### src/rtl/crfw_pkg.sv
// ----------------------------------------------------------------------------
// crfw_pkg
// Shared types and constants of the clipped rectangle fill writer.
// ----------------------------------------------------------------------------
package crfw_pkg;

	localparam int unsigned CRFW_ROW_PITCH = 320;

	localparam logic [15:0] CLIP_LEFT_RST   = 16'd0;
	localparam logic [15:0] CLIP_RIGHT_RST  = 16'd320;
	localparam logic [15:0] BAND_TOP_RST    = 16'd0;
	localparam logic [15:0] BAND_BOTTOM_RST = 16'd200;
	localparam logic [15:0] BUFFER_BASE_RST = 16'd0;

	localparam int unsigned CFG_IDX_W = 3;

	// Configuration register indexes.
	localparam logic [CFG_IDX_W-1:0] REG_CLIP_LEFT   = 3'd0;
	localparam logic [CFG_IDX_W-1:0] REG_CLIP_RIGHT  = 3'd1;
	localparam logic [CFG_IDX_W-1:0] REG_BAND_TOP    = 3'd2;
	localparam logic [CFG_IDX_W-1:0] REG_BAND_BOTTOM = 3'd3;
	localparam logic [CFG_IDX_W-1:0] REG_BUFFER_BASE = 3'd4;

	typedef enum logic {
		KIND_START   = 1'b0,
		KIND_ADVANCE = 1'b1
	} kind_t;

	typedef enum logic [1:0] {
		PH_LEAD  = 2'd0,
		PH_DWORD = 2'd1,
		PH_TRAIL = 2'd2
	} phase_t;

	typedef struct packed {
		logic [15:0] clip_left;
		logic [15:0] clip_right;
		logic [15:0] band_top;
		logic [15:0] band_bottom;
		logic [15:0] buffer_base;
	} cfg_t;

	typedef struct packed {
		logic        empty;
		logic [15:0] x;
		logic [15:0] y;
		logic [15:0] w;
		logic [7:0]  h;
	} clip_t;

	typedef struct packed {
		kind_t       kind;
		logic [7:0]  color;
		clip_t       clip;
	} stage_t;

	typedef struct packed {
		logic        write_valid;
		logic [15:0] write_address;
		logic [31:0] write_data;
		logic        write_is_dword;
		logic        last_write;
		logic        busy_res;
	} result_t;

endpackage

### src/rtl/crfw_channels.sv
// ----------------------------------------------------------------------------
// crfw channels
// Valid/ready channel interfaces for items, results and register writes.
// ----------------------------------------------------------------------------
interface crfw_item_if;
	logic        valid;
	logic        ready;
	logic        kind;
	logic [7:0]  fill_color;
	logic [15:0] rect_x;
	logic [15:0] rect_y;
	logic [15:0] rect_width;
	logic [15:0] rect_height;

	modport source (output valid, kind, fill_color, rect_x, rect_y, rect_width,
		rect_height, input ready);
	modport sink (input valid, kind, fill_color, rect_x, rect_y, rect_width,
		rect_height, output ready);
endinterface

interface crfw_result_if;
	logic        valid;
	logic        ready;
	logic        write_valid;
	logic [15:0] write_address;
	logic [31:0] write_data;
	logic        write_is_dword;
	logic        last_write;
	logic        busy_res;

	modport source (output valid, write_valid, write_address, write_data,
		write_is_dword, last_write, busy_res, input ready);
	modport sink (input valid, write_valid, write_address, write_data,
		write_is_dword, last_write, busy_res, output ready);
endinterface

interface crfw_cfg_if;
	logic        valid;
	logic        ready;
	logic [2:0]  index;
	logic [15:0] data;

	modport source (output valid, index, data, input ready);
	modport sink (input valid, index, data, output ready);
endinterface

### src/rtl/crfw_clip.sv
// ----------------------------------------------------------------------------
// crfw_clip
// Clips an incoming rectangle against the column window and the row band.
// ----------------------------------------------------------------------------
module crfw_clip (
	input  crfw_pkg::cfg_t  cfg,
	input  logic [15:0]     x,
	input  logic [15:0]     y,
	input  logic [15:0]     w,
	input  logic [15:0]     h,
	output crfw_pkg::clip_t clip
);
	import crfw_pkg::*;

	typedef struct packed {
		logic        empty;
		logic [15:0] pos;
		logic [15:0] len;
	} axis_t;

	// One axis: clip against an inclusive low limit, then an exclusive high
	// limit, all in wrapping 16-bit arithmetic with signed compares.
	function automatic axis_t clip_axis(input logic [15:0] pos, input logic [15:0] len,
			input logic [15:0] lo, input logic [15:0] hi);
		logic [15:0] d_lo;
		logic [15:0] d_hi;
		logic [15:0] span;
		logic [16:0] ext_lo;
		logic [17:0] ext_hi;
		axis_t       r;
		r.empty = len[15] || (len == 16'd0);
		r.pos   = pos;
		r.len   = len;
		d_lo    = pos - lo;
		ext_lo  = {1'b0, len} + {d_lo[15], d_lo};
		if (d_lo[15]) begin
			if (ext_lo[16] || (ext_lo == 17'd0)) r.empty = 1'b1;
			r.len = ext_lo[15:0];
			r.pos = lo;
		end
		span   = r.pos + r.len;
		d_hi   = span - hi;
		ext_hi = {2'b00, r.len} - {{2{d_hi[15]}}, d_hi};
		if ($signed(span) > $signed(hi)) begin
			if (ext_hi[17] || (ext_hi == 18'd0)) r.empty = 1'b1;
			r.len = ext_hi[15:0];
		end
		return r;
	endfunction

	axis_t horiz;
	axis_t vert;

	always_comb begin
		horiz = clip_axis(x, w, cfg.clip_left, cfg.clip_right);
		vert  = clip_axis(y, h, cfg.band_top, cfg.band_bottom);
		clip.empty = horiz.empty || vert.empty;
		clip.x     = horiz.pos;
		clip.w     = horiz.len;
		clip.y     = vert.pos;
		clip.h     = vert.len[7:0];
	end

endmodule

### src/rtl/crfw_walk.sv
// ----------------------------------------------------------------------------
// crfw_walk
// Fill state and address walker: sets up a fill from a clipped rectangle and
// produces one write per advance while a fill is active, row by row.
// ----------------------------------------------------------------------------
module crfw_walk #(
	parameter int unsigned ROW_PITCH = crfw_pkg::CRFW_ROW_PITCH
) (
	input  logic              clk,
	input  logic              arst_n,
	input  logic              step,
	input  crfw_pkg::stage_t  item,
	input  logic [15:0]       base,
	output crfw_pkg::result_t res
);
	import crfw_pkg::*;

	localparam logic [15:0] PITCH = 16'(ROW_PITCH);

	typedef struct packed {
		phase_t      ph;
		logic [13:0] cnt;
	} entry_t;

	// First phase of a row that has a nonzero count.
	function automatic entry_t enter_row(input logic [1:0] lead, input logic [13:0] dw,
			input logic [2:0] trail);
		entry_t e;
		if (lead != 2'd0) begin
			e.ph  = PH_LEAD;
			e.cnt = {12'd0, lead};
		end else if (dw != 14'd0) begin
			e.ph  = PH_DWORD;
			e.cnt = dw;
		end else begin
			e.ph  = PH_TRAIL;
			e.cnt = {11'd0, trail};
		end
		return e;
	endfunction

	logic        active_q, active_d;
	phase_t      phase_q, phase_d;
	logic [13:0] pcl_q, pcl_d;
	logic [8:0]  rows_left_q, rows_left_d;
	logic [15:0] row_start_q, row_start_d;
	logic [15:0] wp_q, wp_d;
	logic [1:0]  lead_q, lead_d;
	logic [13:0] dw_q, dw_d;
	logic [2:0]  trail_q, trail_d;
	logic [7:0]  color_q, color_d;

	logic [15:0] offset;
	logic [1:0]  start_lead;
	logic [13:0] start_dw;
	logic [2:0]  start_trail;
	logic [8:0]  start_rows;
	logic [13:0] dw_adj;
	logic [1:0]  rem_lead;
	logic        is_dword;
	logic        advance;

	assign is_dword = (phase_q == PH_DWORD);
	assign advance  = step && (item.kind == KIND_ADVANCE) && active_q;

	// Geometry of a new fill.
	always_comb begin
		offset = base + {item.clip.y[7:0], item.clip.y[15:8]}
			+ {item.clip.y[9:0], 6'd0} + item.clip.x;
		dw_adj   = item.clip.w[15:2]
			- {13'd0, (item.clip.w[1:0] < offset[1:0])};
		rem_lead = item.clip.w[1:0] - offset[1:0];
		if (item.clip.w[15:2] == 14'd0) begin
			start_lead  = 2'd0;
			start_dw    = 14'd0;
			start_trail = {1'b0, item.clip.w[1:0]};
		end else if (dw_adj == 14'd0) begin
			// Too short for a whole dword once aligned: all bytes.
			start_lead  = 2'd0;
			start_dw    = 14'd0;
			start_trail = {1'b0, rem_lead} + {1'b0, offset[1:0]};
		end else begin
			start_lead  = offset[1:0];
			start_dw    = dw_adj;
			start_trail = {1'b0, rem_lead};
		end
		start_rows = (item.clip.h == 8'd0) ? 9'd256 : {1'b0, item.clip.h};
	end

	// Next state.
	always_comb begin
		entry_t e;
		logic   row_end;
		active_d    = active_q;
		phase_d     = phase_q;
		pcl_d       = pcl_q;
		rows_left_d = rows_left_q;
		row_start_d = row_start_q;
		wp_d        = wp_q;
		lead_d      = lead_q;
		dw_d        = dw_q;
		trail_d     = trail_q;
		color_d     = color_q;
		row_end     = 1'b0;
		e           = enter_row(lead_q, dw_q, trail_q);
		if (step && (item.kind == KIND_START)) begin
			e           = enter_row(start_lead, start_dw, start_trail);
			active_d    = !item.clip.empty;
			color_d     = item.color;
			lead_d      = start_lead;
			dw_d        = start_dw;
			trail_d     = start_trail;
			rows_left_d = start_rows;
			row_start_d = offset;
			wp_d        = offset;
			phase_d     = e.ph;
			pcl_d       = e.cnt;
		end else if (advance) begin
			wp_d  = wp_q + (is_dword ? 16'd4 : 16'd1);
			pcl_d = pcl_q - 14'd1;
			if (pcl_q == 14'd1) begin
				unique case (phase_q)
					PH_LEAD: begin
						if (dw_q != 14'd0) begin
							phase_d = PH_DWORD;
							pcl_d   = dw_q;
						end else if (trail_q != 3'd0) begin
							phase_d = PH_TRAIL;
							pcl_d   = {11'd0, trail_q};
						end else begin
							row_end = 1'b1;
						end
					end
					PH_DWORD: begin
						if (trail_q != 3'd0) begin
							phase_d = PH_TRAIL;
							pcl_d   = {11'd0, trail_q};
						end else begin
							row_end = 1'b1;
						end
					end
					default: row_end = 1'b1;
				endcase
			end
			if (row_end) begin
				if (rows_left_q == 9'd1) begin
					active_d    = 1'b0;
					phase_d     = PH_LEAD;
					rows_left_d = 9'd0;
				end else begin
					rows_left_d = rows_left_q - 9'd1;
					row_start_d = row_start_q + PITCH;
					wp_d        = row_start_q + PITCH;
					phase_d     = e.ph;
					pcl_d       = e.cnt;
				end
			end
		end
	end

	// Result of the current item.
	always_comb begin
		res = '0;
		if (advance) begin
			res.write_valid    = 1'b1;
			res.write_address  = wp_q;
			res.write_data     = is_dword ? {4{color_q}} : {24'd0, color_q};
			res.write_is_dword = is_dword;
			res.last_write     = !active_d;
			res.busy_res       = active_d;
		end else if (step && (item.kind == KIND_START)) begin
			res.busy_res = !item.clip.empty;
		end
	end

	always_ff @(posedge clk or negedge arst_n) begin
		if (!arst_n) begin
			active_q    <= 1'b0;
			phase_q     <= PH_LEAD;
			pcl_q       <= '0;
			rows_left_q <= '0;
			row_start_q <= '0;
			wp_q        <= '0;
			lead_q      <= '0;
			dw_q        <= '0;
			trail_q     <= '0;
			color_q     <= '0;
		end else begin
			active_q    <= active_d;
			phase_q     <= phase_d;
			pcl_q       <= pcl_d;
			rows_left_q <= rows_left_d;
			row_start_q <= row_start_d;
			wp_q        <= wp_d;
			lead_q      <= lead_d;
			dw_q        <= dw_d;
			trail_q     <= trail_d;
			color_q     <= color_d;
		end
	end

	a_rows_live: assert property (@(posedge clk) disable iff (!arst_n)
		active_q |-> rows_left_q != 9'd0)
		else $error("active fill with no rows left");

	a_count_live: assert property (@(posedge clk) disable iff (!arst_n)
		active_q |-> pcl_q != 14'd0)
		else $error("active fill parked on an empty phase");

	a_lead_short: assert property (@(posedge clk) disable iff (!arst_n)
		active_q && (phase_q == PH_LEAD) |-> pcl_q < 14'd4)
		else $error("leading byte count beyond alignment");

	a_idle_hold: assert property (@(posedge clk) disable iff (!arst_n)
		step && (item.kind == KIND_ADVANCE) && !active_q |=> !active_q && $stable(wp_q))
		else $error("advance while idle changed the fill state");

endmodule

### src/rtl/clipped_rect_fill_writer.sv
// ----------------------------------------------------------------------------
// clipped_rect_fill_writer
// Clipped rectangle fill: turns start and advance items into framebuffer
// byte and dword writes.
// ----------------------------------------------------------------------------
// The block takes one item per clock when the result side does not stall and
// returns exactly one result per item. An item is clipped as it enters the
// input register, then one pass of logic computes the write and the next fill
// state into the output register, which offers the result; the input register
// holds its item while the output register is full and not being drained. The
// configuration port is always ready; registers are meant to be written only
// while no fill transaction is in flight.
module clipped_rect_fill_writer #(
	parameter int unsigned ROW_PITCH = crfw_pkg::CRFW_ROW_PITCH
) (
	input  logic          clk,
	input  logic          arst_n,
	crfw_item_if.sink     item,
	crfw_result_if.source result,
	crfw_cfg_if.sink      cfg
);
	import crfw_pkg::*;

	cfg_t    cfg_q;
	clip_t   clip;
	logic    valid_s1;
	stage_t  stage_s1;
	logic    step;
	result_t walk_res;
	result_t res_q;
	logic    res_valid_q;

	// Register file.
	assign cfg.ready = 1'b1;

	always_ff @(posedge clk or negedge arst_n) begin
		if (!arst_n) begin
			cfg_q.clip_left   <= CLIP_LEFT_RST;
			cfg_q.clip_right  <= CLIP_RIGHT_RST;
			cfg_q.band_top    <= BAND_TOP_RST;
			cfg_q.band_bottom <= BAND_BOTTOM_RST;
			cfg_q.buffer_base <= BUFFER_BASE_RST;
		end else if (cfg.valid && cfg.ready) begin
			unique case (cfg.index)
				REG_CLIP_LEFT:   cfg_q.clip_left   <= cfg.data;
				REG_CLIP_RIGHT:  cfg_q.clip_right  <= cfg.data;
				REG_BAND_TOP:    cfg_q.band_top    <= cfg.data;
				REG_BAND_BOTTOM: cfg_q.band_bottom <= cfg.data;
				REG_BUFFER_BASE: cfg_q.buffer_base <= cfg.data;
				default: ;
			endcase
		end
	end

	crfw_clip u_clip (
		.cfg  (cfg_q),
		.x    (item.rect_x),
		.y    (item.rect_y),
		.w    (item.rect_width),
		.h    (item.rect_height),
		.clip (clip)
	);

	// The walker steps whenever the input register holds an item and the output register is free or being drained.
	assign step       = valid_s1 && (!res_valid_q || result.ready);
	assign item.ready = !valid_s1 || step;

	always_ff @(posedge clk or negedge arst_n) begin
		if (!arst_n) begin
			valid_s1 <= 1'b0;
		end else if (item.ready) begin
			valid_s1 <= item.valid;
		end
	end

	always_ff @(posedge clk) begin
		if (item.valid && item.ready) begin
			stage_s1.kind  <= kind_t'(item.kind);
			stage_s1.color <= item.fill_color;
			stage_s1.clip  <= clip;
		end
	end

	crfw_walk #(
		.ROW_PITCH (ROW_PITCH)
	) u_walk (
		.clk    (clk),
		.arst_n (arst_n),
		.step   (step),
		.item   (stage_s1),
		.base   (cfg_q.buffer_base),
		.res    (walk_res)
	);

	always_ff @(posedge clk or negedge arst_n) begin
		if (!arst_n) begin
			res_valid_q <= 1'b0;
		end else if (step) begin
			res_valid_q <= 1'b1;
		end else if (result.ready) begin
			res_valid_q <= 1'b0;
		end
	end

	always_ff @(posedge clk) begin
		if (step) begin
			res_q <= walk_res;
		end
	end

	assign result.valid          = res_valid_q;
	assign result.write_valid    = res_q.write_valid;
	assign result.write_address  = res_q.write_address;
	assign result.write_data     = res_q.write_data;
	assign result.write_is_dword = res_q.write_is_dword;
	assign result.last_write     = res_q.last_write;
	assign result.busy_res       = res_q.busy_res;

	a_start_no_write: assert property (@(posedge clk) disable iff (!arst_n)
		step && (stage_s1.kind == KIND_START) |=> res_valid_q && !res_q.write_valid)
		else $error("start transaction produced a write");

	a_empty_idle: assert property (@(posedge clk) disable iff (!arst_n)
		step && (stage_s1.kind == KIND_START) && stage_s1.clip.empty |=> !res_q.busy_res)
		else $error("clipped-away rectangle reported busy");

	a_last_not_busy: assert property (@(posedge clk) disable iff (!arst_n)
		res_valid_q && res_q.last_write |-> res_q.write_valid && !res_q.busy_res)
		else $error("final write still reports pending writes");

endmodule
### src/flat_wrapper.sv
// flat-port wrapper written by rule: the top's interface ports become plain ports
module clipped_rect_fill_writer_flat import crfw_pkg::*;
#(
	parameter int unsigned ROW_PITCH = crfw_pkg::CRFW_ROW_PITCH
)
  (clk, arst_n, item_valid, item_kind, item_fill_color, item_rect_x, item_rect_y, item_rect_width, item_rect_height, item_ready, result_valid, result_write_valid, result_write_address, result_write_data, result_write_is_dword, result_last_write, result_busy_res, result_ready, cfg_valid, cfg_index, cfg_data, cfg_ready);
  crfw_item_if item_i ();
  crfw_result_if result_i ();
  crfw_cfg_if cfg_i ();
  input  logic clk;
  input  logic arst_n;
  input wire logic [$bits(item_i.valid)-1:0] item_valid;
  input wire logic [$bits(item_i.kind)-1:0] item_kind;
  input wire logic [$bits(item_i.fill_color)-1:0] item_fill_color;
  input wire logic [$bits(item_i.rect_x)-1:0] item_rect_x;
  input wire logic [$bits(item_i.rect_y)-1:0] item_rect_y;
  input wire logic [$bits(item_i.rect_width)-1:0] item_rect_width;
  input wire logic [$bits(item_i.rect_height)-1:0] item_rect_height;
  output wire logic [$bits(item_i.ready)-1:0] item_ready;
  output wire logic [$bits(result_i.valid)-1:0] result_valid;
  output wire logic [$bits(result_i.write_valid)-1:0] result_write_valid;
  output wire logic [$bits(result_i.write_address)-1:0] result_write_address;
  output wire logic [$bits(result_i.write_data)-1:0] result_write_data;
  output wire logic [$bits(result_i.write_is_dword)-1:0] result_write_is_dword;
  output wire logic [$bits(result_i.last_write)-1:0] result_last_write;
  output wire logic [$bits(result_i.busy_res)-1:0] result_busy_res;
  input wire logic [$bits(result_i.ready)-1:0] result_ready;
  input wire logic [$bits(cfg_i.valid)-1:0] cfg_valid;
  input wire logic [$bits(cfg_i.index)-1:0] cfg_index;
  input wire logic [$bits(cfg_i.data)-1:0] cfg_data;
  output wire logic [$bits(cfg_i.ready)-1:0] cfg_ready;
  assign item_i.valid = item_valid;
  assign item_i.kind = item_kind;
  assign item_i.fill_color = item_fill_color;
  assign item_i.rect_x = item_rect_x;
  assign item_i.rect_y = item_rect_y;
  assign item_i.rect_width = item_rect_width;
  assign item_i.rect_height = item_rect_height;
  assign item_ready = item_i.ready;
  assign result_valid = result_i.valid;
  assign result_write_valid = result_i.write_valid;
  assign result_write_address = result_i.write_address;
  assign result_write_data = result_i.write_data;
  assign result_write_is_dword = result_i.write_is_dword;
  assign result_last_write = result_i.last_write;
  assign result_busy_res = result_i.busy_res;
  assign result_i.ready = result_ready;
  assign cfg_i.valid = cfg_valid;
  assign cfg_i.index = cfg_index;
  assign cfg_i.data = cfg_data;
  assign cfg_ready = cfg_i.ready;
  clipped_rect_fill_writer #(.ROW_PITCH(ROW_PITCH)) u_core (.clk(clk), .arst_n(arst_n), .item(item_i), .result(result_i), .cfg(cfg_i));
endmodule
### config.mk
export PLATFORM = sky130hd
export DESIGN_NAME = clipped_rect_fill_writer_flat
export DESIGN_NICKNAME = d
export VERILOG_FILES = /design/src/rtl/crfw_pkg.sv /design/src/rtl/crfw_channels.sv /design/src/rtl/crfw_clip.sv /design/src/rtl/crfw_walk.sv /design/src/rtl/clipped_rect_fill_writer.sv /design/src/flat_wrapper.sv
export SDC_FILE = /design/constraint.sdc
export NUM_CORES = 1
export LEC_CHECK = 0
export BUFFER_PORTS_ARGS = -buffer_cell sky130_fd_sc_hd__buf_2
export CAP_MARGIN = 20
export CORE_AREA = 2 2 236 238
export CTS_CLUSTER_DIAMETER = 40
export DETAILED_ROUTE_END_ITERATION = 8
export DIE_AREA = 0 0 238 240
export MAX_ROUTING_LAYER = met4
export PLACE_DENSITY = 0.59
export SLEW_MARGIN = 15
export SYNTH_ARGS = -nofsm -noshare
export SYNTH_HDL_FRONTEND = slang
export SYNTH_SLANG_ARGS = --single-unit
### constraint.sdc
create_clock -name clk -period 10.6 [get_ports clk]
set_input_delay 1.06 -clock clk [delete_from_list [all_inputs] [get_ports clk]]
set_output_delay 1.06 -clock clk [all_outputs]
set_load 0.05 [all_outputs]
==> flow_results.org, run 1 <==
** Status
- Outcome :: stopped before the end
- The flow stopped in 5_2_route.
- The tool reported: "[ERROR DRT-0255] Maze Route cannot find path of net clk in worker of routeBox ( 193200 0 ) ( 238000 48300 )".

** Logic synthesis
- For this run, the register share of the synthesized area comes to 0.336.
- The cell area that synthesis handed to floorplanning was 0.0216 sq mm.
- Of the post-synthesis cell area, the dominant cell type holds 0.188.
- Synth top area cells :: sky130_fd_sc_hd__dfrtp_1 19%, sky130_fd_sc_hd__edfxtp_1 14%, sky130_fd_sc_hd__ha_1 11%
- In this run, synthesis produced a sequential element count of 269.
- Number of library cell types mapped by synthesis :: 94
- Synthesis produced 2459 cells.
- Mean post-synth cell area :: 8.78 sq um
- Cell taking the most area after synthesis :: sky130_fd_sc_hd__dfrtp_1
- Number of enable-type register cells in the synthesized netlist :: 102
- During synthesis, Yosys emitted a total of 0 warnings.
- The most used flip-flop cell after synthesis is sky130_fd_sc_hd__dfrtp_1.
- Net count of the mapped netlist :: 2786
- Fraction of registers with async set or reset after synthesis :: 0.621

** Global routing
- First-pass GRT wire length :: 101 mm
- The number of global-route vias before repair is 18200.
- The initial antenna violation count is 0.
- Largest net degree at the start of global routing :: 97
- For this run, the total global-route usage over all layers was measured as 0.232.
- Summed over all layers, the global routing overflow is 0.

** Clock network
- Post-cts gate resize count :: 0
- For this design, the CTS-stage hold fixing added 0 buffers.
- Buffers from clock root to sink, at most :: 3
- Number of clock sinks seen by CTS :: 269
- Counting the buffers created by CTS gives 51.
- CTS Root Cell :: sky130_fd_sc_hd__clkbuf_16
- The H-tree was split into 2 levels.
- Post-CTS Setup Bufs :: 0

** Placed design
- Quantity of I/O buffers inserted on ports :: 150
- Summed over all nets, the half-perimeter wirelength after detailed placement is 50.7 mm.
- The congestion estimate from routability-driven global placement came to 0.948.

** Floorplan
- Row Count :: 86
- Die width :: 238 um
- 152 I/O pins were placed.
- For this configuration, the core starts out at a cell density of 0.395.
- Die Height :: 240 um
## cells in the mapped netlist (6+ instances only)
library cell,count
sky130_fd_sc_hd__edfxtp_1,102
sky130_fd_sc_hd__a21boi_0,11
sky130_fd_sc_hd__buf_1,8
sky130_fd_sc_hd__xnor2_1,119
sky130_fd_sc_hd__nor2_1,175
sky130_fd_sc_hd__nand3_1,60
sky130_fd_sc_hd__buf_2,6
sky130_fd_sc_hd__nor4_1,28
sky130_fd_sc_hd__o211ai_1,17
sky130_fd_sc_hd__nor3_1,56
sky130_fd_sc_hd__nand2_1,311
sky130_fd_sc_hd__ha_1,193
sky130_fd_sc_hd__nor3b_1,9
sky130_fd_sc_hd__xor2_1,44
sky130_fd_sc_hd__nand3b_1,6
sky130_fd_sc_hd__o221ai_1,6
sky130_fd_sc_hd__nand2b_1,36
sky130_fd_sc_hd__o31ai_1,8
sky130_fd_sc_hd__o21bai_1,13
sky130_fd_sc_hd__dfrtp_1,162
sky130_fd_sc_hd__a31oi_1,25
sky130_fd_sc_hd__or4_1,13
sky130_fd_sc_hd__o2111ai_1,6
sky130_fd_sc_hd__o21a_1,34
sky130_fd_sc_hd__and2_1,28
sky130_fd_sc_hd__a211oi_1,19
sky130_fd_sc_hd__inv_1,154
sky130_fd_sc_hd__or3_1,12
sky130_fd_sc_hd__o31a_1,10
sky130_fd_sc_hd__buf_4,18
sky130_fd_sc_hd__and3_1,24
sky130_fd_sc_hd__fa_1,37
sky130_fd_sc_hd__o21ai_0,206
sky130_fd_sc_hd__mux2i_1,18
sky130_fd_sc_hd__nor2b_1,32
sky130_fd_sc_hd__nand4_1,18
sky130_fd_sc_hd__o22ai_1,11
sky130_fd_sc_hd__a21o_1,38
sky130_fd_sc_hd__mux2_2,44
sky130_fd_sc_hd__a21oi_1,163
sky130_fd_sc_hd__o21ai_1,29
sky130_fd_sc_hd__or2_2,8
sky130_fd_sc_hd__clkbuf_1,45
## cells by family after synthesis
family                   share of synthesized area
AND/OR/NAND/NOR                              0.184
flip-flops                                   0.336
XOR/XNOR                                    0.0679
AO/OA/AOI/OAI                                0.190
buffers and inverters                       0.0445
multiplexers                                0.0325
adder cells (fa/ha/maj)                      0.146
other                                     0.000174
## per-layer routing
metal	track usage
met1	0.305
met2	0.374
met3	0.0276
met4	0.0758
met5	-
## stage by stage
stage	std cells	setup WS [ps]	util	cell area (sq um)	hold slack, ps
3_3_place_gp	3250	1150	0.421	23000	418
4_1_cts	3346	1500	0.454	24800	446
5_1_grt	3346	750	0.454	24800	470
2_1_floorplan	2459	2400	-	21600	415
3_5_place_dp	3250	956	0.421	23000	427
==> run 2: changes to the inputs <==
CORE_AREA = 2 2 297 299   (was 2 2 236 238)
CTS_CLUSTER_DIAMETER = default   (was 40)
DIE_AREA = 0 0 299 301   (was 0 0 238 240)
MAX_ROUTING_LAYER = default   (was met4)
PLACE_DENSITY = default   (was 0.59)
PLACE_DENSITY_LB_ADDON = 0.15   (was default)
==> run 2 against run 1 <==
  * The flow now finishes without violations
  * Synthesized cell count did not move
  * Synthesized area unchanged
  * Global-route usage is 7.3 points lower
==> flow_results.org, run 2 <==
** Status
- The flow ran to the end, and the final reports show no timing, DRC or antenna violations.

** Logic synthesis
- The share of synthesized area spent on multiplexers was 0.0325 (unchanged).
- The number of different library cells in the post-synthesis netlist is 94 (unchanged).
- The number of instances in the synthesized netlist is 2459 (unchanged).
- The count of flip-flops with a built-in enable after synthesis was 102 (unchanged).
- The compound-gate portion of the synthesized area is 0.190 (unchanged).
- Synth top area cells :: sky130_fd_sc_hd__dfrtp_1 19%, sky130_fd_sc_hd__edfxtp_1 14%, sky130_fd_sc_hd__ha_1 11%
- The number of register bits inferred by synthesis came to 269 (unchanged).
- Net count of the mapped netlist :: 2786 (unchanged)
- The post-synthesis share of cell area spent on full adders, half adders and majority gates is 0.146 (unchanged).
- Cell taking the most area after synthesis :: sky130_fd_sc_hd__dfrtp_1
- Netlist area before placement :: 0.0216 sq mm (unchanged)
- The proportion of register bits with asynchronous set or reset after synthesis was 0.621 (unchanged).
- In the post-synthesis netlist, the cell with the most instances is sky130_fd_sc_hd__nand2_1.
- Commonest cells post-synth :: 311 x sky130_fd_sc_hd__nand2_1, 206 x sky130_fd_sc_hd__o21ai_0, 193 x sky130_fd_sc_hd__ha_1
- Among all flip-flop cells after synthesis, the most frequent one is sky130_fd_sc_hd__dfrtp_1.
- Mean post-synth cell area :: 8.78 sq um (unchanged)
- By area, the combinational part of the netlist is dominated by compound AO/OA/AOI/OAI gates.
- The portion of synthesized cell area occupied by the leading cell type came to 0.188 (unchanged).
- The share of the synthesized netlist area taken by xor and xnor gates is 0.0679 (unchanged).
- Sequential element share of the synthesized area :: 0.336 (unchanged)
- Share of synthesized cell area in and, or, nand and nor gates :: 0.184 (unchanged)
- The number of warnings issued by yosys was 0 (unchanged).

** Floorplan
- Num ports :: 152 (unchanged)
- The floorplan row count was 108 (+26%).
- The chip width is 299 um (+26%).
- The die covers 0.0900 sq mm.
- Placeable core area :: 0.0865 sq mm
- Starting Density :: 0.250 (-0.145)
- The vertical die dimension is 301 um (+25%).

** Final layout
- Area used by multi-input combinational logic :: 0.0134 sq mm
- Register name with the most flops :: u_core.cfg_q
- Of the cells placed in the final design, the portion with a size suffix greater than 1 is 0.120.
- Sequential standard cell area :: 0.00725 sq mm
- Most used cells in the layout excluding fill and tap cells :: 311 x sky130_fd_sc_hd__nand2_1, 206 x sky130_fd_sc_hd__o21ai_0, 193 x sky130_fd_sc_hd__ha_1
- From synthesis to final layout, the design area changed by 14.5%.
- Fill cells in the final layout number 9292.
- Leaving out fill and tap cells, the most frequent cell in the layout is sky130_fd_sc_hd__nand2_1.
- In the final layout, the registers with the most flip-flops are u_core.cfg_q (80), u_core.stage_s1 (66).
- Nets :: 2913
- The register with the most flip-flops in the layout has 80 of them.

** Global routing
- Total GRT Usage :: 0.159 (-0.0726)
- Global routing usage on met3 :: 0.0210 (-0.00656)
- The sum of overflow across all layers after global routing came to 0 (unchanged).
- The wire length of the first global-routing pass is 112 mm (+11%).
- The initial antenna violation count is 1 (+1).
- The number of global-route vias before repair is 18700 (+2.6%).
- Grt peak-use layer :: met2
- The met1 track demand over resource in global routing came to 0.220 (-0.0849).
- The maximum number of pins on one net before global-route repair is 74 (-24%).
- The met2 global-route usage is 0.263 (-0.111).

** Drt
- Detailed routing inserted a total of 18500 vias.
- The detail route stage leaves a number of antenna-violating nets equal to 0.
- In the final routed layout, each cell accounts on average for 19.2 um.
- Total DRC errors in the routed layout :: 0
- Wires add up to 72.2 mm.
- Number of search-and-repair iterations in the first detailed-routing pass :: 5
- Violation count after the first detailed-routing iteration :: 1120
- Using the TritonRoute via totals, the vias-per-cell ratio works out to 4.91.

** STA
- Final max-slew violation count :: 0
- Relative slew slack :: 0.295
- Worst-Margin Slew :: 1060 ps
- Endpoints failing hold :: 0
- Total setup violations reported at the end of the flow :: 0
- Across the routed clock network, the largest skew measured is 25.1 ps.
- Setup repair after global routing left no endpoint under its margin.
- In the final timing run, aggregate negative setup slack is 0 ps.
- Highest clock frequency the design can meet :: 104 MHz
- Period utilization :: 0.904
- Minimum period implied by the final worst setup slack :: 9580 ps

** Clock network
- Buffers from clock root to sink, at most :: 3 (unchanged)
- The count of cells resized by post-cts repair is 0 (unchanged).
- The total clock buffers created by CTS was 35 (-31%).
- TritonCTS clock tree :: built
- Clock-pin transition on the worst setup and hold timing paths :: 60 ps
- Clock latency on the worst-skew pair, taken at its later pin, is 560 ps.
- Number of hold-repair buffers added at the cts stage :: 0 (unchanged)
- The maximum level of the CTS H-tree came to 2 (unchanged).
- Number of clock sinks seen by CTS :: 269 (unchanged)
- Post-CTS Setup Bufs :: 0 (unchanged)
- In this run the clock root is driven by a sky130_fd_sc_hd__clkbuf_16.

** Critical path
- Kind of start point of the critical path :: input pin
- Critical Path AT :: 9840 ps
- The slowest stage of the critical path is the sky130_fd_sc_hd__xnor2_4 cell.
- Critical path class :: in -> reg
- Top cell by count, worst path :: sky130_fd_sc_hd__a21oi_1
- Maximum fanout encountered on the critical timing path :: 28
- Largest incremental delay on the critical path :: 630 ps
- The worst setup path is captured at a register.
- At the worst endpoint, the required time is 10870 ps.

** Hold path
- Class of the most critical hold timing path :: in -> async

** Placed design
- The count of input and output buffers is 150 (unchanged).
- The estimated wirelength of the detail-placed design came to 57.0 mm (+12%).
- Placer congestion estimate :: 0.831 (-12%)

** Run
- Max-cap violation count :: 0
run 2: layer usage:
layer  share of wire  wire (um)  up-vias
met1            0.48      34700     8976
li1                -          -     9042
met3           0.040       2860       77
met4           0.022       1590        0
met2            0.46      33100      394
met5               0          0        -
run 2: final cells by class:
class | count | share of cell area
clock inverters | 20 | 0.00557
repair buffers | 167 | 0.0359
diodes | 1 | 0.000101
inverters | 159 | 0.0241
clock buffers | 44 | 0.0393
multi-input cells | 1954 | 0.543
well taps | 1155 | 0.0584
flip-flops and latches | 269 | 0.293
run 2: critical path: cells and delay by family:
| family | cells | cell delay, ps |
|---|---|---|
| AOI/OAI and AO/OA | 19 | 4030 |
| and+or+nand+nor | 9 | 1430 |
| adders and majority gates | 4 | 1410 |
| buffers and inverters | 3 | 620 |
| xor gates and xnor gates | 4 | 1300 |
run 2: metrics by stage:
stage	hold WS [ps]	utilization	setup WS (ps)	instances	instance area (sq um)
after floorplan	415	-	2400	2459	21600
after global placement	422	0.273	398	3704	23600
after detailed placement	428	0.273	401	3704	23600
after CTS	404	0.286	956	3768	24700
after global routing	428	0.286	263	3769	24700
final	423	0.286	1020	3769	24700
run 2: logic make-up (layout without fill, tap and decap cells):
logic type / after synthesis / count (layout)
DFF: 269 / 269
and+or+nand+nor: 834 / 834
adders and majority gates: 230 / 230
muxes: 64 / 64
AOI/OAI and AO/OA: 660 / 660
other: 1 / 2
xor gates and xnor gates: 165 / 165
buffers and inverters: 236 / 390
run 2: worst paths after layout:
path	to	slack, ps	depth (start not counted)	from
setup / recovery	u_core.stage_s1[56]	1020	39	item_rect_x[1]
hold / removal	u_core.u_walk.wp_q[4]	420	1	arst_n
min in group clk	u_core.u_walk.color_q[0]	440	2	u_core.stage_s1[57]
hold reg to reg	u_core.u_walk.color_q[0]	440	2	u_core.stage_s1[57]
max in group asynchronous	u_core.cfg_q[20]	8270	3	arst_n
setup reg to reg	u_core.stage_s1[56]	1090	39	u_core.cfg_q[65]
Power of run 2 is left out: the tool's default activity adds up to more than one toggle a clock period on the data nets, which glitch-free logic cannot reach.
==> run 3: changes to the inputs <==
CORE_AREA = 2 2 306 308   (was 2 2 297 299)
DIE_AREA = 0 0 308 310   (was 0 0 299 301)
SYNTH_HIERARCHICAL = 1   (was default)
clock period = 10.5 ns   (was 10.6 ns; I/O delays follow)
==> run 3 against run 2 <==
  * Final cell count rose by 1.5%
  * Non-clock buffer count rose by 3
  * Die area rose by 6.1%
  * Critical path depth fell by 4
  * Synthesized cell count rose by 0.53%
  * Register-to-register slack improved by 350 ps
  * Cell area rose by 6.0%
  * Wire length rose by 3.2%
  * Synthesized area rose by 5.8%
  * Sequential share of layout area rose by 0.18 points
  * Via count rose by 1.9%
  * Worst setup slack improved by 310 ps
  * Largest cell class unchanged
==> flow_results.org, run 3 <==
** Status
- Outcome :: finished clean

** Logic synthesis
- Main combinational cell family by area after synthesis :: compound AO/OA/AOI/OAI gates
- Most common cell in the netlist :: sky130_fd_sc_hd__nand2_1
- Mean post-synth cell area :: 9.24 sq um (+5.2%)
- Fraction of the mapped netlist area in adder cells :: 0.139 (-0.00745)
- Number of library cell types mapped by synthesis :: 97 (+3.2%)
- Synth top area cells :: sky130_fd_sc_hd__dfrtp_1 18%, sky130_fd_sc_hd__edfxtp_1 16%, sky130_fd_sc_hd__ha_1 11%
- The netlist area before placement came to 0.0228 sq mm (+5.8%).
- The portion of synthesized cell area occupied by the leading cell type was 0.177 (-0.0103).
- Share of synthesized cell area in and, or, nand and nor gates :: 0.172 (-0.0117)
- Xor-xnor portion of the synthesized cell area :: 0.0681 (+0.000225)
- Gate count after technology mapping :: 2472 (+0.53%)
- In the synthesized netlist, the cells that appear most often are 267 x sky130_fd_sc_hd__nand2_1, 194 x sky130_fd_sc_hd__ha_1, 163 x sky130_fd_sc_hd__o21ai_0.
- The compound-gate portion of the synthesized area is 0.183 (-0.00655).
- The number of register bits inferred by synthesis came to 285 (+5.9%).
- Main flop type after synthesis :: sky130_fd_sc_hd__dfrtp_1
- The fraction of the yosys area taken by sequential cells is 0.338 (+0.00265).
- The number of warnings issued by yosys is 6 (+6).
- The count of flip-flops with a built-in enable after synthesis is 118 (+16%).
- The proportion of register bits with asynchronous set or reset after synthesis is 0.586 (-0.0349).
- Fraction of synthesized area in multiplexers :: 0.0542 (+0.0217)
- Net count of the mapped netlist :: 2800 (+0.50%)
- sky130_fd_sc_hd__dfrtp_1 takes more of the synthesized area than any other cell.

** Run
- Max-cap violation count :: 0 (unchanged)

** Critical path
- The reg2reg setup slack came to 1440 ps (+350 ps).
- In this design, the largest share of critical-path delay is due to compound AO/OA/AOI/OAI gates.
- Number of cells on the critical path :: 35 (-10%)
- The arrival time reported for the critical path endpoint was 9610 ps (-230 ps).
- Largest incremental delay on the critical path :: 660 ps (+30 ps)
- Timing startpoint of the critical path :: item_rect_y[4]
- R2r startpoint :: u_core/cfg_q[36]
- The path depth of the worst reg2reg path came to 35 (-10%).
- Kind of start point of the critical path :: input pin
- The critical path ends at u_core/stage_s1[56].
- The setup path with the least slack is of type in -> reg.
- In this run the critical register-to-register path is captured at u_core/stage_s1[56].
- Cell with the largest stage delay on the worst path :: sky130_fd_sc_hd__o21ai_4
- Count of buffer and inverter cells on the critical path :: 3 (unchanged)
- The critical-path maximum fanout was 32 (+14%).
- The data required time at the worst endpoint was 10950 ps (+80 ps).
- Counting stages on the worst path, the most repeated cell is sky130_fd_sc_hd__a21oi_1.
- Nature of the critical path endpoint :: register

** STA
- The worst max-slew margin expressed relative to the limit is 0.292 (-0.00244).
- Setup repair after global routing left no endpoint under its margin.
- Total Negative Setup Slacks :: 0 ps (unchanged)
- The worst path in the final design needs a cycle of 9170 ps, including I/O delays and setup.
- Period utilization :: 0.873
- The number of failing hold endpoints at the final stage is 0 (unchanged).
- Total setup violations reported at the end of the flow :: 0 (unchanged)
- The worst clock skew on the final layout came to 27.9 ps (+2.82 ps).
- Worst-Margin Slew :: 1030 ps (-20.1 ps)
- Final max-slew violation count :: 0 (unchanged)
- Highest clock frequency the design can meet :: 109 MHz

** Drt
- Total wire length :: 74.6 mm (+3.2%)
- Violation count after the first detailed-routing iteration :: 1190 (+6.3%)
- Final antenna-violating net count :: 0 (unchanged)
- The total number of vias was 18800 (+1.9%).
- The number of remaining DRC errors came to 0 (unchanged).
- The number of search-and-repair iterations in the first detailed-routing pass came to 7 (+2).
- Average routed wire per standard cell :: 19.5 um (+1.7%)
- The via-per-instance ratio is 4.92 (+0.35%).

** Clock network
- Number of clock sinks seen by CTS :: 285 (+5.9%)
- The clock latency on the worst-skew pair was 590 ps (+30 ps).
- The count of cells resized by post-cts repair was 0 (unchanged).
- Number of hold-repair buffers added at the cts stage :: 0 (unchanged)
- The total clock buffers created by CTS came to 40 (+14%).
- The clock-pin slew reported for the worst setup and hold paths after clock tree synthesis came to 60 ps (about the same).
- TritonCTS clock tree :: built
- CTS H-tree depth :: 2 (unchanged)
- The tree is rooted in a sky130_fd_sc_hd__clkbuf_16.
- The maximum buffer depth of the clock tree is 3 (unchanged).
- Post-CTS Setup Bufs :: 0 (unchanged)

** Floorplan
- The vertical die dimension is 310 um (+3.0%).
- Area of the die :: 0.0955 sq mm (+6.1%)
- Starting Density :: 0.247 (-0.00269)
- The chip width is 308 um (+3.0%).
- Placeable core area :: 0.0925 sq mm (+6.9%)
- The number of ports placed on the die boundary is 152 (unchanged).
- Row Count :: 112 (+3.7%)

** Placed design
- Quantity of I/O buffers inserted on ports :: 150 (unchanged)
- HPWL after detailed placement :: 58.9 mm (+3.4%)
- The weighted congestion at the end of routability-driven global placement came to 0.874 (+5.2%).

** Global routing
- The global routing usage summed across all routing layers was 0.155 (-0.00438).
- The maximum number of pins on one net before global-route repair was 83 (+12%).
- The initial antenna violation count was 0 (-1).
- The sum of overflow across all layers after global routing is 0 (unchanged).
- First-pass GRT wire length :: 115 mm (+2.6%)
- Vias in the first global route :: 19100 (+2.1%)

** Final layout
- Register name with the most flops :: u_core/cfg_q
- Filler cell count in the final layout :: 9816 (+5.6%)
- The number of flip-flops in the largest register was 80 (unchanged).
- Leaving out fill and tap cells, the most frequent cell in the layout is sky130_fd_sc_hd__nand2_1.
- The area growth from synthesis to layout is 14.7%.
- Area used by multi-input combinational logic :: 0.0141 sq mm (+5.0%)
- Share of post-route cells with drive strength above 1 :: 0.143 (+0.0237)
- Nets :: 2924 (+0.38%)
- Most used cells in the layout excluding fill and tap cells :: 266 x sky130_fd_sc_hd__nand2_1, 194 x sky130_fd_sc_hd__ha_1, 163 x sky130_fd_sc_hd__o21ai_0
- Sequential standard cell area :: 0.00773 sq mm (+6.6%)

** Hold path
- In this run the worst hold path is classified as reg -> reg.
run 3: cell types whose count changed after synthesis, moves of 8 or more:
cell,delta
sky130_fd_sc_hd__a21o_1,+14
sky130_fd_sc_hd__a21oi_1,-13
sky130_fd_sc_hd__a311oi_1,+8
sky130_fd_sc_hd__and2_1,+17
sky130_fd_sc_hd__edfxtp_1,+16
sky130_fd_sc_hd__mux2_2,+49
sky130_fd_sc_hd__nand2_1,-44
sky130_fd_sc_hd__nor2_1,-19
sky130_fd_sc_hd__o21ai_0,-43
sky130_fd_sc_hd__o21ai_1,-28
sky130_fd_sc_hd__o31ai_1,+19
sky130_fd_sc_hd__xor2_1,+12
run 3: cell families (layout without fill, tap and decap cells):
logic type / count (synthesis) / after routing
other: 1 / 2
AND/OR/NAND/NOR: 792 / 792
XOR/XNOR: 176 / 176
buffers and inverters: 238 / 394
adder cells (fa/ha/maj): 231 / 231
flip-flops: 285 / 285
AO/OA/AOI/OAI: 638 / 638
multiplexers: 111 / 111
run 3: how the worst min path moves through the flow:
stage	cells past startpoint	from	to	slack [ps]
global placement	2	u_core/stage_s1[64]	u_core/u_walk/color_q[7]	420
finish	2	u_core/stage_s1[59]	u_core/u_walk/color_q[2]	440
CTS	2	u_core/stage_s1[64]	u_core/u_walk/color_q[7]	440
global route	2	u_core/stage_s1[61]	u_core/u_walk/color_q[4]	470
floorplan	2	u_core/stage_s1[57]	u_core/u_walk/color_q[0]	410
detailed placement	2	u_core/stage_s1[64]	u_core/u_walk/color_q[7]	430
run 3: routing by layer:
layer,routed length (um),global-route usage,vias up
li1,-,-,9204
met1,35200,0.209,9149
met2,34900,0.261,399
met3,2910,0.0207,82
met4,1540,0.0368,0
met5,0,0,-
run 3: tightest hold or removal path, delay by kind of cell, from the launching register on:
kind / cells / cell delay, ps
DFF: 1 / 320
and+or+nand+nor: 2 / 80
run 3: layout make-up:
cell class                      instances  area share
Antenna cell                            1   0.0000955
Clock buffer                           52      0.0423
Clock inverter                         22      0.0110
Inverter                              150      0.0215
Multi-Input combinational cell       1949       0.538
Sequential cell                       285       0.295
Tap cell                             1197      0.0572
Timing Repair Buffer                  170      0.0346
run 3: metrics by stage:
step	setup WS [ps]	cells	instance area [sq um]	util	hold WS [ps]
floorplan	2040	2472	22800	-	415
global placement	1130	3750	24800	0.268	420
detailed placement	791	3750	24800	0.268	429
CTS	1400	3824	26200	0.283	445
global route	575	3825	26200	0.283	466
finish	1330	3826	26200	0.283	438
Power of run 3 is left out for the same reason.
==> run 4: changes to the inputs <==
CORE_AREA = 8 8 312 314   (was 2 2 306 308)
DIE_AREA = 0 0 320 322   (was 0 0 308 310)
==> run 4 against run 3 <==
  * Core utilization barely moved
  * Count of clock-buffer cells in the layout rose by 4
  * Non-clock buffer count rose by 1
  * First-iteration DRC count fell by 7.1%
  * Critical endpoint unchanged
  * Largest cell class unchanged
==> flow_results.org, run 4 (same netlist as run 3, synthesis figures left out) <==
** Final layout
- The antenna diode count came to 0 (-1).
- Summed area of non-filler cells in the final layout :: 0.0262 sq mm (about the same)
- The total of fill cells in the finished design was 9847 (+0.32%).
- Number of flip-flops in the largest register :: 80 (unchanged)
- Most used cells in the layout excluding fill and tap cells :: 266 x sky130_fd_sc_hd__nand2_1, 194 x sky130_fd_sc_hd__ha_1, 163 x sky130_fd_sc_hd__o21ai_0
- Commonest non-fill, non-tap cell in the layout :: sky130_fd_sc_hd__nand2_1
- The count of placed standard cells in the final layout, fillers left out came to 3824 (-0.052%).
- The number of nets in the layout was 2924 (unchanged).
- The fraction of layout cells with a size suffix above 1 was 0.145 (+0.00120).
- Register name with the most flops :: u_core/cfg_q
- The layout overhead on the synthesized area came to 14.6% (about the same).

** Placed design
- Quantity of I/O buffers inserted on ports :: 150 (unchanged)
- The weighted congestion at the end of routability-driven global placement came to 0.874 (-0.10%).
- The pre-CTS worst setup slack is 850 ps (+59.5 ps).
- Placed cell area :: 0.0248 sq mm (about the same)
- HPWL after detailed placement :: 60.3 mm (+2.4%)
- The cell count after placement was 3751 (+0.027%).

** Floorplan
- The number of ports placed on the die boundary came to 152 (unchanged).
- The vertical die dimension was 322 um (+3.9%).
- Placeable core area :: 0.0925 sq mm (unchanged)
- Starting Density :: 0.247 (unchanged)
- Row Count :: 112 (unchanged)
- Die width :: 320 um (+3.9%)
- The full die area is 0.103 sq mm (+7.9%).

** STA
- Final worst clock skew :: 15.3 ps (-12.6 ps)
- The share of the cycle needed by the critical path after routing is 0.862 (-0.0116).
- Minimum period implied by the final worst setup slack :: 9050 ps (-121 ps)
- Setup repair after global routing left no endpoint under its margin.
- The number of failing hold endpoints at the final stage was 0 (unchanged).
- Total Negative Setup Slacks :: 0 ps (unchanged)
- The number of max-slew violations in the final report is 0 (unchanged).
- The post-route worst setup slack was 1450 ps (+121 ps).
- Relative slew slack :: 0.283 (-0.00898)
- Total setup violations reported at the end of the flow :: 0 (unchanged)
- Highest clock frequency the design can meet :: 111 MHz (+1.3%)
- Worst-Margin Slew :: 1060 ps (+29.0 ps)

** Clock network
- Number of hold-repair buffers added at the cts stage :: 0 (unchanged)
- Post-cts gate resize count :: 0 (unchanged)
- Number of clock sinks seen by CTS :: 285 (unchanged)
- CTS Root Cell :: sky130_fd_sc_hd__clkbuf_16
- Buffers from clock root to sink, at most :: 3 (unchanged)
- The maximum level of the CTS H-tree was 2 (unchanged).
- Post-CTS Setup Bufs :: 0 (unchanged)
- The clock latency on the worst-skew pair was 560 ps (-30 ps).
- TritonCTS built the clock tree.
- Number of clock buffers inserted by TritonCTS :: 39 (-2.5%)
- The clock-pin slew reported for the worst setup and hold paths after clock tree synthesis is 60 ps (about the same).

** Critical path
- STA classifies the critical path startpoint as an input pin.
- Largest incremental delay on the critical path :: 510 ps (-150 ps)
- In this run the worst setup path begins at item_rect_y[4].
- The reg2reg setup slack came to 1590 ps (+150 ps).
- CP Capture Point :: u_core/stage_s1[56]
- R2r startpoint :: u_core/cfg_q[36]
- Cell depth of the worst flop-to-flop path :: 36 (+2.9%)
- The data required time at the worst endpoint is 10910 ps (-40 ps).
- Among the stages of the critical path, the cell type that occurs most often is sky130_fd_sc_hd__a21oi_1.
- STA classifies the critical path endpoint as a register.
- In this run the critical register-to-register path is captured at u_core/stage_s1[56].
- The arrival time reported for the critical path endpoint came to 9460 ps (-150 ps).
- On the critical path, the stage with the largest delay is an instance of sky130_fd_sc_hd__a21oi_1.
- Critical path class :: in -> reg
- Maximum fanout encountered on the critical timing path :: 23 (-28%)

** Global routing
- The sum of overflow across all layers after global routing came to 0 (unchanged).
- The number of global-route vias before repair is 19400 (+1.6%).
- First-pass GRT wire length :: 117 mm (+1.8%)
- The maximum number of pins on one net before global-route repair came to 69 (-17%).
- The global routing usage summed across all routing layers is 0.144 (-0.0111).
- Antenna violations before repair :: 1 (+1)

** Run
- The number of maximum-capacitance violations was 0 (unchanged).

** Drt
- Final antenna-violating net count :: 0 (unchanged)
- Per-cell via count in the routed design :: 4.94 (+0.35%)
- The total number of vias came to 18900 (+0.30%).
- The number of DRC violations after detailed-routing iteration 0 was 1105 (-7.1%).
- The number of remaining DRC errors was 0 (unchanged).
- Total wire length :: 76.1 mm (+2.1%)
- The detail-routed net length per standard cell was 19.9 um (+2.1%).
- The number of search-and-repair iterations in the first detailed-routing pass was 5 (-2).

** Hold path
- The worst hold path belongs to the class reg -> reg.

** Status
- Outcome :: finished clean
run 4: cell type report:
cell class                 instances  area, sq um  share of cell area
clock buffer                      56         1130              0.0433
tap                             1197         1500              0.0572
inverter                         150          563              0.0215
timing repair buffer             171          935              0.0357
clock inverter                    16          210             0.00803
sequential                       285         7730               0.295
multi-input combinational       1949        14100               0.539
run 4: worst min-delay path by stage:
stage | slack, ps | endpoint | depth (start not counted) | start
floorplan | 410 | u_core/u_walk/color_q[0] | 2 | u_core/stage_s1[57]
global placement | 420 | u_core/u_walk/color_q[7] | 2 | u_core/stage_s1[64]
detailed placement | 420 | u_core/u_walk/color_q[5] | 2 | u_core/stage_s1[62]
CTS | 440 | u_core/u_walk/color_q[6] | 2 | u_core/stage_s1[63]
global route | 470 | u_core/u_walk/color_q[2] | 2 | u_core/stage_s1[59]
finish | 440 | u_core/u_walk/color_q[6] | 2 | u_core/stage_s1[63]
run 4: per-layer routing:
layer / part of all wire / GRT usage
met5: 0 / 0
met3: 0.040 / 0.0217
met4: 0.025 / 0.0365
met2: 0.47 / 0.243
met1: 0.47 / 0.191
run 4: critical path, delay by kind of cell:
| family | cells | cell delay (ps) |
|---|---|---|
| and+or+nand+nor | 6 | 1570 |
| buffers and inverters | 4 | 780 |
| adders and majority gates | 4 | 1360 |
| xor gates and xnor gates | 3 | 630 |
| AOI/OAI and AO/OA | 19 | 4060 |
run 4: metrics by stage:
stage	hold WS, ps	util
global route	473	0.283
floorplan	415	-
detailed placement	425	0.268
CTS	438	0.283
global placement	420	0.268
finish	436	0.283
Power of run 4 is left out for the same reason.
